--- src/rtl/core/qve_pkg.sv ---
// ----------------------------------------------------------------------------
// qve_pkg
// Types and constants shared by the query value extractor modules.
// ----------------------------------------------------------------------------
package qve_pkg;

  localparam int unsigned CFG_DATA_W = 64;
  localparam int unsigned CFG_IDX_W  = 2;
  localparam int unsigned KEY_LEN_W  = 4;

  // configuration register indexes
  typedef enum logic [CFG_IDX_W-1:0] {
    REG_KEY_BYTES  = 2'd0,
    REG_KEY_LENGTH = 2'd1
  } cfg_reg_e;

  // value terminators
  localparam logic [7:0] CH_AMP   = 8'h26;
  localparam logic [7:0] CH_SPACE = 8'h20;
  localparam logic [7:0] CH_CR    = 8'h0D;
  localparam logic [7:0] CH_LF    = 8'h0A;
  localparam logic [7:0] CH_NUL   = 8'h00;

  typedef enum logic [1:0] {
    OUT_CONTINUE  = 2'd0,
    OUT_FOUND     = 2'd1,
    OUT_NOT_FOUND = 2'd2
  } outcome_e;

  typedef enum logic [2:0] {
    PH_SEARCH = 3'b001,
    PH_VALUE  = 3'b010,
    PH_DONE   = 3'b100
  } phase_e;

  typedef struct packed {
    logic [7:0] text_byte;
    logic       end_of_text;
  } in_item_t;

  typedef struct packed {
    logic [7:0] value_byte;
    logic       has_byte;
    outcome_e   outcome;
    logic       last;
  } out_item_t;

  // window control from the phase logic
  typedef struct packed {
    logic shift;
    logic clear;
  } win_ctl_t;

  function automatic logic is_terminator(input logic [7:0] b);
    return (b == CH_AMP) || (b == CH_SPACE) || (b == CH_CR) ||
           (b == CH_LF) || (b == CH_NUL);
  endfunction

endpackage

--- src/rtl/core/qve_match.sv ---
// ----------------------------------------------------------------------------
// qve_match
// Key registers, sliding byte window and parallel key compare.
// ----------------------------------------------------------------------------
module qve_match #(
  parameter int unsigned KEY_BYTES = 8
) (
  input  logic                             clk_i,
  input  logic                             rst_ni,
  input  logic                             cfg_we_i,
  input  logic [qve_pkg::CFG_IDX_W-1:0]    cfg_idx_i,
  input  logic [qve_pkg::CFG_DATA_W-1:0]   cfg_data_i,
  input  qve_pkg::win_ctl_t                ctl_i,
  input  logic [7:0]                       text_byte_i,
  output logic                             match_o
);
  import qve_pkg::*;

  localparam int unsigned LEN_W = $clog2(KEY_BYTES + 1);

  logic [KEY_BYTES-1:0][7:0] key_q;
  logic [KEY_LEN_W-1:0]      klen_q;
  logic [KEY_BYTES-1:0][7:0] win_q, win_d, win_new;
  logic [LEN_W-1:0]          fill_q, fill_d, fill_new;
  logic [LEN_W-1:0]          eff_len;
  logic [KEY_BYTES-1:0]      len_match;
  logic                      sel_match;

  // config writes; indexes outside the list are dropped
  always_ff @(posedge clk_i or negedge rst_ni) begin
    if (!rst_ni) begin
      key_q  <= '0;
      klen_q <= KEY_LEN_W'(1);
    end else if (cfg_we_i) begin
      unique case (cfg_reg_e'(cfg_idx_i))
        REG_KEY_BYTES:  key_q  <= cfg_data_i[8*KEY_BYTES-1:0];
        REG_KEY_LENGTH: klen_q <= cfg_data_i[KEY_LEN_W-1:0];
        default: ;
      endcase
    end
  end

  always_comb begin
    if (klen_q == '0) begin
      eff_len = LEN_W'(1);
    end else if (klen_q > KEY_LEN_W'(KEY_BYTES)) begin
      eff_len = LEN_W'(KEY_BYTES);
    end else begin
      eff_len = LEN_W'(klen_q);
    end
  end

  // newest byte in lane 0
  always_comb begin
    win_new[0] = text_byte_i;
    for (int i = 1; i < KEY_BYTES; i++) begin
      win_new[i] = win_q[i-1];
    end
    fill_new = (fill_q == LEN_W'(KEY_BYTES)) ? fill_q : fill_q + LEN_W'(1);
  end

  // one compare per candidate length m+1: key byte k against window lane m-k
  always_comb begin
    for (int m = 0; m < KEY_BYTES; m++) begin
      len_match[m] = 1'b1;
      for (int k = 0; k < KEY_BYTES; k++) begin
        if (k <= m) begin
          if (key_q[k] != win_new[m-k]) len_match[m] = 1'b0;
        end
      end
    end
    sel_match = 1'b0;
    for (int m = 0; m < KEY_BYTES; m++) begin
      if (eff_len == LEN_W'(m + 1)) sel_match = len_match[m];
    end
  end

  assign match_o = sel_match && (fill_new >= eff_len);

  always_comb begin
    win_d  = win_q;
    fill_d = fill_q;
    if (ctl_i.clear) begin
      win_d  = '0;
      fill_d = '0;
    end else if (ctl_i.shift) begin
      win_d  = win_new;
      fill_d = fill_new;
    end
  end

  always_ff @(posedge clk_i or negedge rst_ni) begin
    if (!rst_ni) begin
      win_q  <= '0;
      fill_q <= '0;
    end else begin
      win_q  <= win_d;
      fill_q <= fill_d;
    end
  end

endmodule

--- src/rtl/core/qve_phase.sv ---
// ----------------------------------------------------------------------------
// qve_phase
// Search / value / done sequencing and result formation per request.
// ----------------------------------------------------------------------------
module qve_phase (
  input  logic                clk_i,
  input  logic                rst_ni,
  input  logic                accept_i,
  input  qve_pkg::in_item_t   in_data_i,
  input  logic                match_i,
  output qve_pkg::win_ctl_t   ctl_o,
  output logic                res_valid_o,
  output qve_pkg::out_item_t  res_o
);
  import qve_pkg::*;

  phase_e    phase_q, phase_d, phase_nx;
  logic      res_v;
  logic [7:0] b;
  logic       eot;

  assign b   = in_data_i.text_byte;
  assign eot = in_data_i.end_of_text;

  always_comb begin
    phase_nx         = phase_q;
    res_v            = 1'b0;
    res_o.value_byte = '0;
    res_o.has_byte   = 1'b0;
    res_o.outcome    = OUT_FOUND;
    res_o.last       = eot;
    unique case (phase_q)
      PH_SEARCH: begin
        if (match_i) phase_nx = PH_VALUE;
        res_v         = eot;
        res_o.outcome = match_i ? OUT_FOUND : OUT_NOT_FOUND;
      end
      PH_VALUE: begin
        if (is_terminator(b)) begin
          phase_nx = PH_DONE;
          res_v    = eot;
        end else begin
          res_v            = 1'b1;
          res_o.value_byte = b;
          res_o.has_byte   = 1'b1;
          res_o.outcome    = eot ? OUT_FOUND : OUT_CONTINUE;
        end
      end
      default: begin
        res_v = eot;
      end
    endcase
  end

  always_comb begin
    phase_d = phase_q;
    if (accept_i) phase_d = eot ? PH_SEARCH : phase_nx;
  end

  assign ctl_o.shift = accept_i && (phase_q == PH_SEARCH);
  assign ctl_o.clear = accept_i && eot;
  assign res_valid_o = accept_i && res_v;

  always_ff @(posedge clk_i or negedge rst_ni) begin
    if (!rst_ni) begin
      phase_q <= PH_SEARCH;
    end else begin
      phase_q <= phase_d;
    end
  end

endmodule

--- src/rtl/core/qve_out_skid.sv ---
// ----------------------------------------------------------------------------
// qve_out_skid
// Result register with one skid entry behind it.
// ----------------------------------------------------------------------------
module qve_out_skid (
  input  logic                clk_i,
  input  logic                rst_ni,
  input  logic                push_i,
  input  qve_pkg::out_item_t  data_i,
  output logic                full_o,
  output logic                out_valid_o,
  input  logic                out_stall_i,
  output qve_pkg::out_item_t  out_data_o
);
  import qve_pkg::*;

  logic      out_valid_q, out_valid_d;
  logic      skid_valid_q, skid_valid_d;
  out_item_t out_data_q, out_data_d;
  out_item_t skid_data_q, skid_data_d;
  logic      pop;

  assign pop = out_valid_q && !out_stall_i;

  // push only arrives while the skid entry is empty
  always_comb begin
    out_valid_d  = out_valid_q;
    skid_valid_d = skid_valid_q;
    out_data_d   = out_data_q;
    skid_data_d  = skid_data_q;
    if (skid_valid_q) begin
      if (pop) begin
        out_data_d   = skid_data_q;
        skid_valid_d = 1'b0;
      end
    end else if (push_i) begin
      if (!out_valid_q || pop) begin
        out_data_d  = data_i;
        out_valid_d = 1'b1;
      end else begin
        skid_data_d  = data_i;
        skid_valid_d = 1'b1;
      end
    end else if (pop) begin
      out_valid_d = 1'b0;
    end
  end

  always_ff @(posedge clk_i or negedge rst_ni) begin
    if (!rst_ni) begin
      out_valid_q  <= 1'b0;
      skid_valid_q <= 1'b0;
    end else begin
      out_valid_q  <= out_valid_d;
      skid_valid_q <= skid_valid_d;
    end
  end

  always_ff @(posedge clk_i) begin
    out_data_q  <= out_data_d;
    skid_data_q <= skid_data_d;
  end

  assign full_o      = skid_valid_q;
  assign out_valid_o = out_valid_q;
  assign out_data_o  = out_data_q;

endmodule

--- src/rtl/core/query_value_extractor_core.sv ---
// ----------------------------------------------------------------------------
// query_value_extractor_core
// Finds a configured key in a byte stream and streams out the value after it.
//
//   channel | signals                           | direction
//   --------+-----------------------------------+----------
//   in      | in_valid_i, in_stall_o, in_data_i | request in
//   out     | out_valid_o, out_stall_i, out_data_o | result out
//   cfg     | cfg_we_i, cfg_idx_i, cfg_data_i   | register write
//
// One byte per cycle while in_stall_o is low; results are registered.
// The window compare and phase update sit in front of the result register.
// Reset clears window, phase and output buffer; key = 0, key length = 1.
// Output stalls fill a result register plus one skid entry; in_stall_o
// rises only when both hold results.
// ----------------------------------------------------------------------------
module query_value_extractor_core #(
  parameter int unsigned KEY_BYTES = 8
) (
  input  logic                           clk_i,
  input  logic                           rst_ni,
  input  logic                           cfg_we_i,
  input  logic [qve_pkg::CFG_IDX_W-1:0]  cfg_idx_i,
  input  logic [qve_pkg::CFG_DATA_W-1:0] cfg_data_i,
  input  logic                           in_valid_i,
  output logic                           in_stall_o,
  input  qve_pkg::in_item_t              in_data_i,
  output logic                           out_valid_o,
  input  logic                           out_stall_i,
  output qve_pkg::out_item_t             out_data_o
);
  import qve_pkg::*;

  logic      accept;
  logic      match;
  logic      res_valid;
  logic      full;
  win_ctl_t  win_ctl;
  out_item_t res;

  assign in_stall_o = full;
  assign accept     = in_valid_i && !full;

  qve_match #(
    .KEY_BYTES(KEY_BYTES)
  ) u_match (
    .clk_i      (clk_i),
    .rst_ni     (rst_ni),
    .cfg_we_i   (cfg_we_i),
    .cfg_idx_i  (cfg_idx_i),
    .cfg_data_i (cfg_data_i),
    .ctl_i      (win_ctl),
    .text_byte_i(in_data_i.text_byte),
    .match_o    (match)
  );

  qve_phase u_phase (
    .clk_i      (clk_i),
    .rst_ni     (rst_ni),
    .accept_i   (accept),
    .in_data_i  (in_data_i),
    .match_i    (match),
    .ctl_o      (win_ctl),
    .res_valid_o(res_valid),
    .res_o      (res)
  );

  qve_out_skid u_out (
    .clk_i      (clk_i),
    .rst_ni     (rst_ni),
    .push_i     (res_valid),
    .data_i     (res),
    .full_o     (full),
    .out_valid_o(out_valid_o),
    .out_stall_i(out_stall_i),
    .out_data_o (out_data_o)
  );

endmodule

--- config.mk ---
export PLATFORM = sky130hd
export DESIGN_NAME = query_value_extractor_core
export DESIGN_NICKNAME = d
export VERILOG_FILES = /design/src/rtl/core/qve_pkg.sv /design/src/rtl/core/qve_match.sv /design/src/rtl/core/qve_phase.sv /design/src/rtl/core/qve_out_skid.sv /design/src/rtl/core/query_value_extractor_core.sv
export SDC_FILE = /design/constraint.sdc
export NUM_CORES = 1
export LEC_CHECK = 0
export ABC_AREA = 1
export BUFFER_PORTS_ARGS = -buffer_cell sky130_fd_sc_hd__buf_4
export CORE_ASPECT_RATIO = 0.8
export CORE_MARGIN = 2
export CORE_UTILIZATION = 40
export CTS_BUF_LIST = sky130_fd_sc_hd__clkbuf_2
export CTS_CLUSTER_DIAMETER = 150
export DETAILED_ROUTE_END_ITERATION = 12
export SYNTH_ARGS = -nofsm -noshare
export SYNTH_HDL_FRONTEND = slang
export SYNTH_SLANG_ARGS = --single-unit
--- constraint.sdc ---
create_clock -name clk_i -period 6.6 [get_ports clk_i]
set_clock_uncertainty 0.2 [all_clocks]
set_input_delay 1.32 -clock clk_i [delete_from_list [all_inputs] [get_ports clk_i]]
set_output_delay 1.32 -clock clk_i [all_outputs]
set_load 0.02 [all_outputs]
# Yosys cells after proc, flatten, opt, wreduce, memory -nomap -nowiden
# Cells that the tools add are included.
[word_totals]
latchBits = 0
ff_bits = 157
output_inout_bits = 14
word_cells = 190
mem_bits_ro = 0
mem_bits_rw = 0
in_bits = 80
mem_count = 0
[classes]
n_mul = 0
n_addsub = 1
n_reduce_logical = 28
div_mod_pow = 0
order_cmp = 2
bitwise = 2
muxes = 73
eq_ne = 56
shifts = 0
[ops]
columns = ["operator", "n"]
rows = [
  ["!= test 8 bit", 36],
  ["2-to-1 mux 56 bit", 2],
  ["2-to-1 mux 1 bit", 54],
  ["2-to-1 mux 12 bit", 4],
  ["2-to-1 mux 4 bit", 5],
  ["equality test 4 x 3 -> 1 bit, second input constant", 4],
  ["equality test 8 x 4 -> 1 bit, second input constant", 2],
  ["equality test 8 x 6 -> 1 bit, second input constant", 2],
  ["2-to-1 mux 11 bit", 1],
  ["2-to-1 mux 3 bit", 3],
  ["2-to-1 mux 9 bit", 1],
  ["AND reduction 3 bit", 3],
  ["equality test 4 x 2 -> 1 bit, second input constant", 2],
  ["equality test 4 bit, second input constant", 2],
  ["logical NOT 8 bit", 1],
  ["nonzero test 2 bit", 4],
  ["logical AND 1 bit", 6],
  ["!= test 3 x 2 -> 1 bit, second input constant", 2],
  ["case mux 3 bit (2 select lines)", 1],
  ["logical OR 1 bit", 5],
  ["adder 4 x 1 -> 4 bit, second input constant", 1],
  ["equality test 4 x 1 -> 1 bit, second input constant", 1],
  ["greater-or-equal comparator 4 bit", 1],
  ["greater-than comparator 4 bit, second input constant", 1],
  ["14 further kinds", 18],
]

# Longest topological paths before layout
[logic_depth]
word_depth = 18
ltp_mapped = 20
ltp_nobuf = 18

# Cells and area by module
# Synthesis repeated with hierarchy kept, for this count alone.
[unflattened]
hier_cells = 1571
area_unflattened_um2 = 10601.4
[by_module_without_submodules]
columns = ["mod", "cells_per_inst", "instances", "seq_area_each_um2", "area_per_inst_um2"]
rows = [
  ["qve_match", 1415, 1, 3204.3, 9146.3],
  ["qve_out_skid", 84, 1, 770.7, 1032.2],
  ["qve_phase", 70, 1, 76.3, 412.9],
  ["query_value_extractor_core", 2, 1, 0.0, 10.0],
]

# Least setup slack after synthesis
# Ideal clock, no wire load.
[synth_timing]
path_kind = "input to register"
start = "input in_data_i[3] (netlist bit)"
end = "register u_out.out_data_q (netlist bit u_out.out_data_o[0]), enable pin"
arrival_ns = 2.937
path_buffers = 2
setup_slack_ns = 3.078
stages = 10
setup_ns = 0.385
required_ns = 6.015
cell_sequence = "buf_6 -> inv_4 -> buf_6 -> o21ai_0 -> a211oi_2 -> nor2_1 -> inv_2 -> o21ai_1 -> a21oi_1 -> a21oi_1"
[synth_via]
elab_chain_cells = 10
word_cells_on_any_way = 14
classes_between = "eq/ne (4); mux (2); reduce/logical (8)"
[synth_rtl]
columns = ["element", "line_no", "rtl"]
rows = [
  ["from (decl)", "query_value_extractor_core.sv:27", "input qve_pkg::in_item_t in_data_i,"],
  ["equality test 8 x 6 -> 1 bit", "qve_pkg.sv:55", "return (b == CH_AMP) || (b == CH_SPACE) || (b == CH_CR) ||"],
  ["logical OR 1 bit (3 in series)", "qve_pkg.sv:55", ""],
  ["logical OR 1 bit *", "qve_pkg.sv:56", "(b == CH_LF) || (b == CH_NUL);"],
  ["2-to-1 mux 1 bit *", "qve_phase.sv:39", "if (is_terminator(b)) begin"],
  ["2-to-1 mux 1 bit *", "qve_phase.sv:32", "unique case (phase_q)"],
  ["logical AND 1 bit *", "qve_phase.sv:62", "assign res_valid_o = accept_i && res_v;"],
  ["nonzero test 2 bit (no source line) *", "n/a", ""],
  ["AND reduction 3 bit (no source line) *", "n/a", ""],
  ["to (signal assigned)", "qve_out_skid.sv:60", "out_data_q <= out_data_d;"],
  ["to (decl)", "qve_out_skid.sv:19", "out_item_t out_data_q, out_data_d;"],
]
# Every way passes the cells marked *; elsewhere a longest branch is shown, timed or not.
# A chain may end at the register's enable or synchronous reset.

# Worst setup path after layout
[layout_timing]
start = "input in_data_i[1] (netlist bit)"
end = "register u_out.out_data_q (netlist bit u_out.out_data_o[0]), enable pin"
# The elaborated chain is that of the path after synthesis.

==> results_dict.tcl <==
set metrics [dict create \
    status "completed" \
    core-area_sq_mm 0.0254 \
    cp-end-kind "register" \
    postLayoutCoreUtil 0.446 \
    grt_use_met2 0.525 \
    maxCapViolCount 0 \
    numCtsBuffers 17 \
    mostFrequentLayoutCell "nand2_1" \
    setup_ws_ns 3.25 \
    synthArstFlopShare 0.847 \
    routedWlPerCell_um 26.8 \
    post-cts-setup-buffers 0 \
    p_comb_frac 0.440 \
    vias 10700 \
    busiest_layer "met1" \
    drc 0 \
    start_util 0.410 \
    die_h_um 148 \
    rsz0062_at_grt "false" \
    finalHoldViolations 0 \
    grt_overflow 0 \
    final_cell_mix "nand2_1, nor2_1, dfrtp_1" \
    ir_drop_uv 173 \
    area_delta_synth_final_pct 8.82 \
    cts_tree "built" \
    grt_util_met3 0.139 \
    grt_antenna_before_repair 3 \
    dpl_worst_slack_ns 2.42 \
    fin_crit_ns 3.35 \
    synth_cell_types 35 \
    dr.first_iter.drc_count 1378 \
    grt_pass1_wl_um 72700 \
    synth_ff_type "dfrtp_1" \
    clk_pin_slew_ns 0.23 \
    criticalPathCategory "in -> reg" \
    fmax_mhz 298 \
    grt_max_degree 89 \
    holdCritPathClass "reg -> reg" \
    slew_headroom 0.228 \
    synth.avg_cell_area_sq_um 6.93 \
    cellPowerDensity_mw_per_mm2 357 \
    port_buffers 93 \
    core.rowCount 52 \
    drive_gt1_frac 0.117 \
    final_antenna_net_count 0 \
    globalRouteTotalUtil 0.382 \
    p_int_mw 1.89 \
    cts_buffer_depth 2 \
    worst_slew_pin_slew_ns 1.16 \
    ios 94 \
    ys_seq_elements 157 \
    layout.nets 1626 \
    syn-instance-count 1505 \
    cts_htree_levels 4 \
    cts_sinks 157 \
    yosysSeqAreaShare 0.389 \
    gp_congestion 1.01 \
    cts_hold_buf 0 \
    wl_um 51100 \
    cp-start-kind "input port" \
    power.leakage_nw 5.39 \
    grt_pass1_vias 10200 \
    groute.layer.met1.usage 0.546 \
    first_pass_iters 5 \
    clkLatencyLatePin_ns 0.82 \
    place_area_sq_mm 0.0111 \
    cts-resized-gates 0 \
    path_max_fanout 12 \
    crit_arrival_ns 3.59 \
    synth_edf_count 24 \
    dieArea_sq_mm 0.0274 \
    synth_area_sq_mm 0.0104 \
    cts_root_buf "clkbuf_2" \
    postLayoutCellArea_sq_mm 0.0113 \
    finalSetupTns_ns 0 \
    worstPathRequired_ns 6.84 \
    setup_viol 0 \
    dp_hpwl_um 38300 \
    holdWs_ns 0.288 \
    slew_viol_final 0 \
    timing.final.crit_share 0.508 \
    p_sw_mw 2.16 \
    avgViaCountPerCell 5.63 \
    syn-num-nets 1590 \
    ys.warnings.count 0 \
    p_seq_frac 0.432 \
    die_width_um 185 \
    power.share.switching 0.533 \
    p_clk_frac 0.128 \
]
-- metrics by stage --
step,cells,power [mW]
floorplan,1505,2.67
global placement,1873,3.46
detailed placement,1873,3.45
CTS,1905,3.96
global route,1906,4.24
finish,1907,4.06
-- cell usage after synthesis (9+ instances only) --
| library cell | instances | area share |
|---|---|---|
| xnor2_1 | 57 | 0.048 |
| nor2_1 | 208 | 0.075 |
| inv_1 | 128 | 0.046 |
| edfxtp_1 | 24 | 0.069 |
| o21ai_1 | 12 | 0.0058 |
| xor2_1 | 38 | 0.032 |
| buf_2 | 24 | 0.012 |
| inv_2 | 25 | 0.0090 |
| mux2_2 | 9 | 0.0097 |
| clkbuf_1 | 23 | 0.0083 |
| nand2_1 | 483 | 0.17 |
| nand4_1 | 34 | 0.020 |
| o22ai_1 | 57 | 0.034 |
| nand3_1 | 25 | 0.012 |
| a21oi_1 | 59 | 0.028 |
| buf_4 | 25 | 0.018 |
| dfrtp_1 | 131 | 0.31 |
| o21ai_0 | 101 | 0.048 |
-- worst paths after layout --
path | from | endpoint | slack [ns] | cells past startpoint
max | in_data_i[1] | u_out.out_data_o[0]$_DFFE_PP_ | 3.25 | 10
min | u_phase.phase_q[0]$_DFFE_PN1P_ | u_phase.phase_q[0]$_DFFE_PN1P_ | 0.29 | 2
max reg2reg | u_match.key_q[4]$_DFFE_PN0P_ | u_out.out_data_o[1]$_DFFE_PP_ | 3.29 | 18
min reg2reg | u_phase.phase_q[0]$_DFFE_PN1P_ | u_phase.phase_q[0]$_DFFE_PN1P_ | 0.29 | 2
max in group asynchronous | rst_ni | u_match.key_q[39]$_DFFE_PN0P_ | 4.66 | 2
min in group asynchronous | rst_ni | u_match.key_q[2]$_DFFE_PN0P_ | 0.35 | 1
-- kinds of logic (layout without fill, tap and decap cells) --
| group | count (synthesis) | count (layout) | synth area share |
|---|---|---|---|
| DFF | 157 | 157 | 0.389 |
| AOI/OAI and AO/OA | 233 | 233 | 0.120 |
| other | 0 | 2 | 0 |
| adders and majority gates | 5 | 5 | 0.00600 |
| buffers and inverters | 237 | 286 | 0.102 |
| xor gates and xnor gates | 95 | 95 | 0.0798 |
| muxes | 9 | 9 | 0.00972 |
| and+or+nand+nor | 769 | 769 | 0.293 |
-- routing by layer --
metal  vias up  routed length (um)
met5         -                  27
met4         4                1670
met3       115                6670
met2       741               20300
met1      5057               22400
li1       4820                   -
-- worst max-delay path, cell delays in order --
cell and delay, ns:
buf_4 0.18, inv_1 0.31, nand3_1 0.11, nand2_1 0.10, a211oi_2 0.06, nor2_1 0.18, inv_2 0.11, o21ai_1 0.18
a21oi_1 0.09, a21oi_1 0.92
-- power groups by stage --
| stage | clock network (mW) | registers [mW] | logic (mW) |
|---|---|---|---|
| 5_1_grt | 0.567 | 1.75 | 1.92 |
| 6_report | 0.519 | 1.75 | 1.78 |
| 3_3_place_gp | 0 | 1.74 | 1.72 |
| 3_5_place_dp | 0 | 1.73 | 1.72 |
| 4_1_cts | 0.527 | 1.71 | 1.72 |
| 2_1_floorplan | 0 | 1.40 | 1.27 |
-- area by class of cell --
| cell class | count | area, sq um |
|---|---|---|
| antenna | 2 | 5.00 |
| clock buffer | 18 | 90.1 |
| clock inverter | 14 | 110 |
| fill | 2727 | 14100 |
| inverter | 155 | 584 |
| multi-input combinational | 1111 | 5320 |
| sequential | 157 | 4050 |
| tap | 351 | 439 |
| timing repair buffer | 99 | 747 |
-- registers in the layout, indices dropped and copies added, names as in the netlist --
| register | cells |
|---|---|
| u_match.fill_q | 4 |
| u_match.key_q | 64 |
| u_match.klen_q | 4 |
| u_match.win_new | 56 |
| u_out.full_o | 1 |
| u_out.out_data_o | 12 |
| u_out.out_valid_o | 1 |
| u_out.skid_data_q | 12 |
| u_phase.phase_q | 3 |
Note: power is estimated with default switching activity, not from simulation.
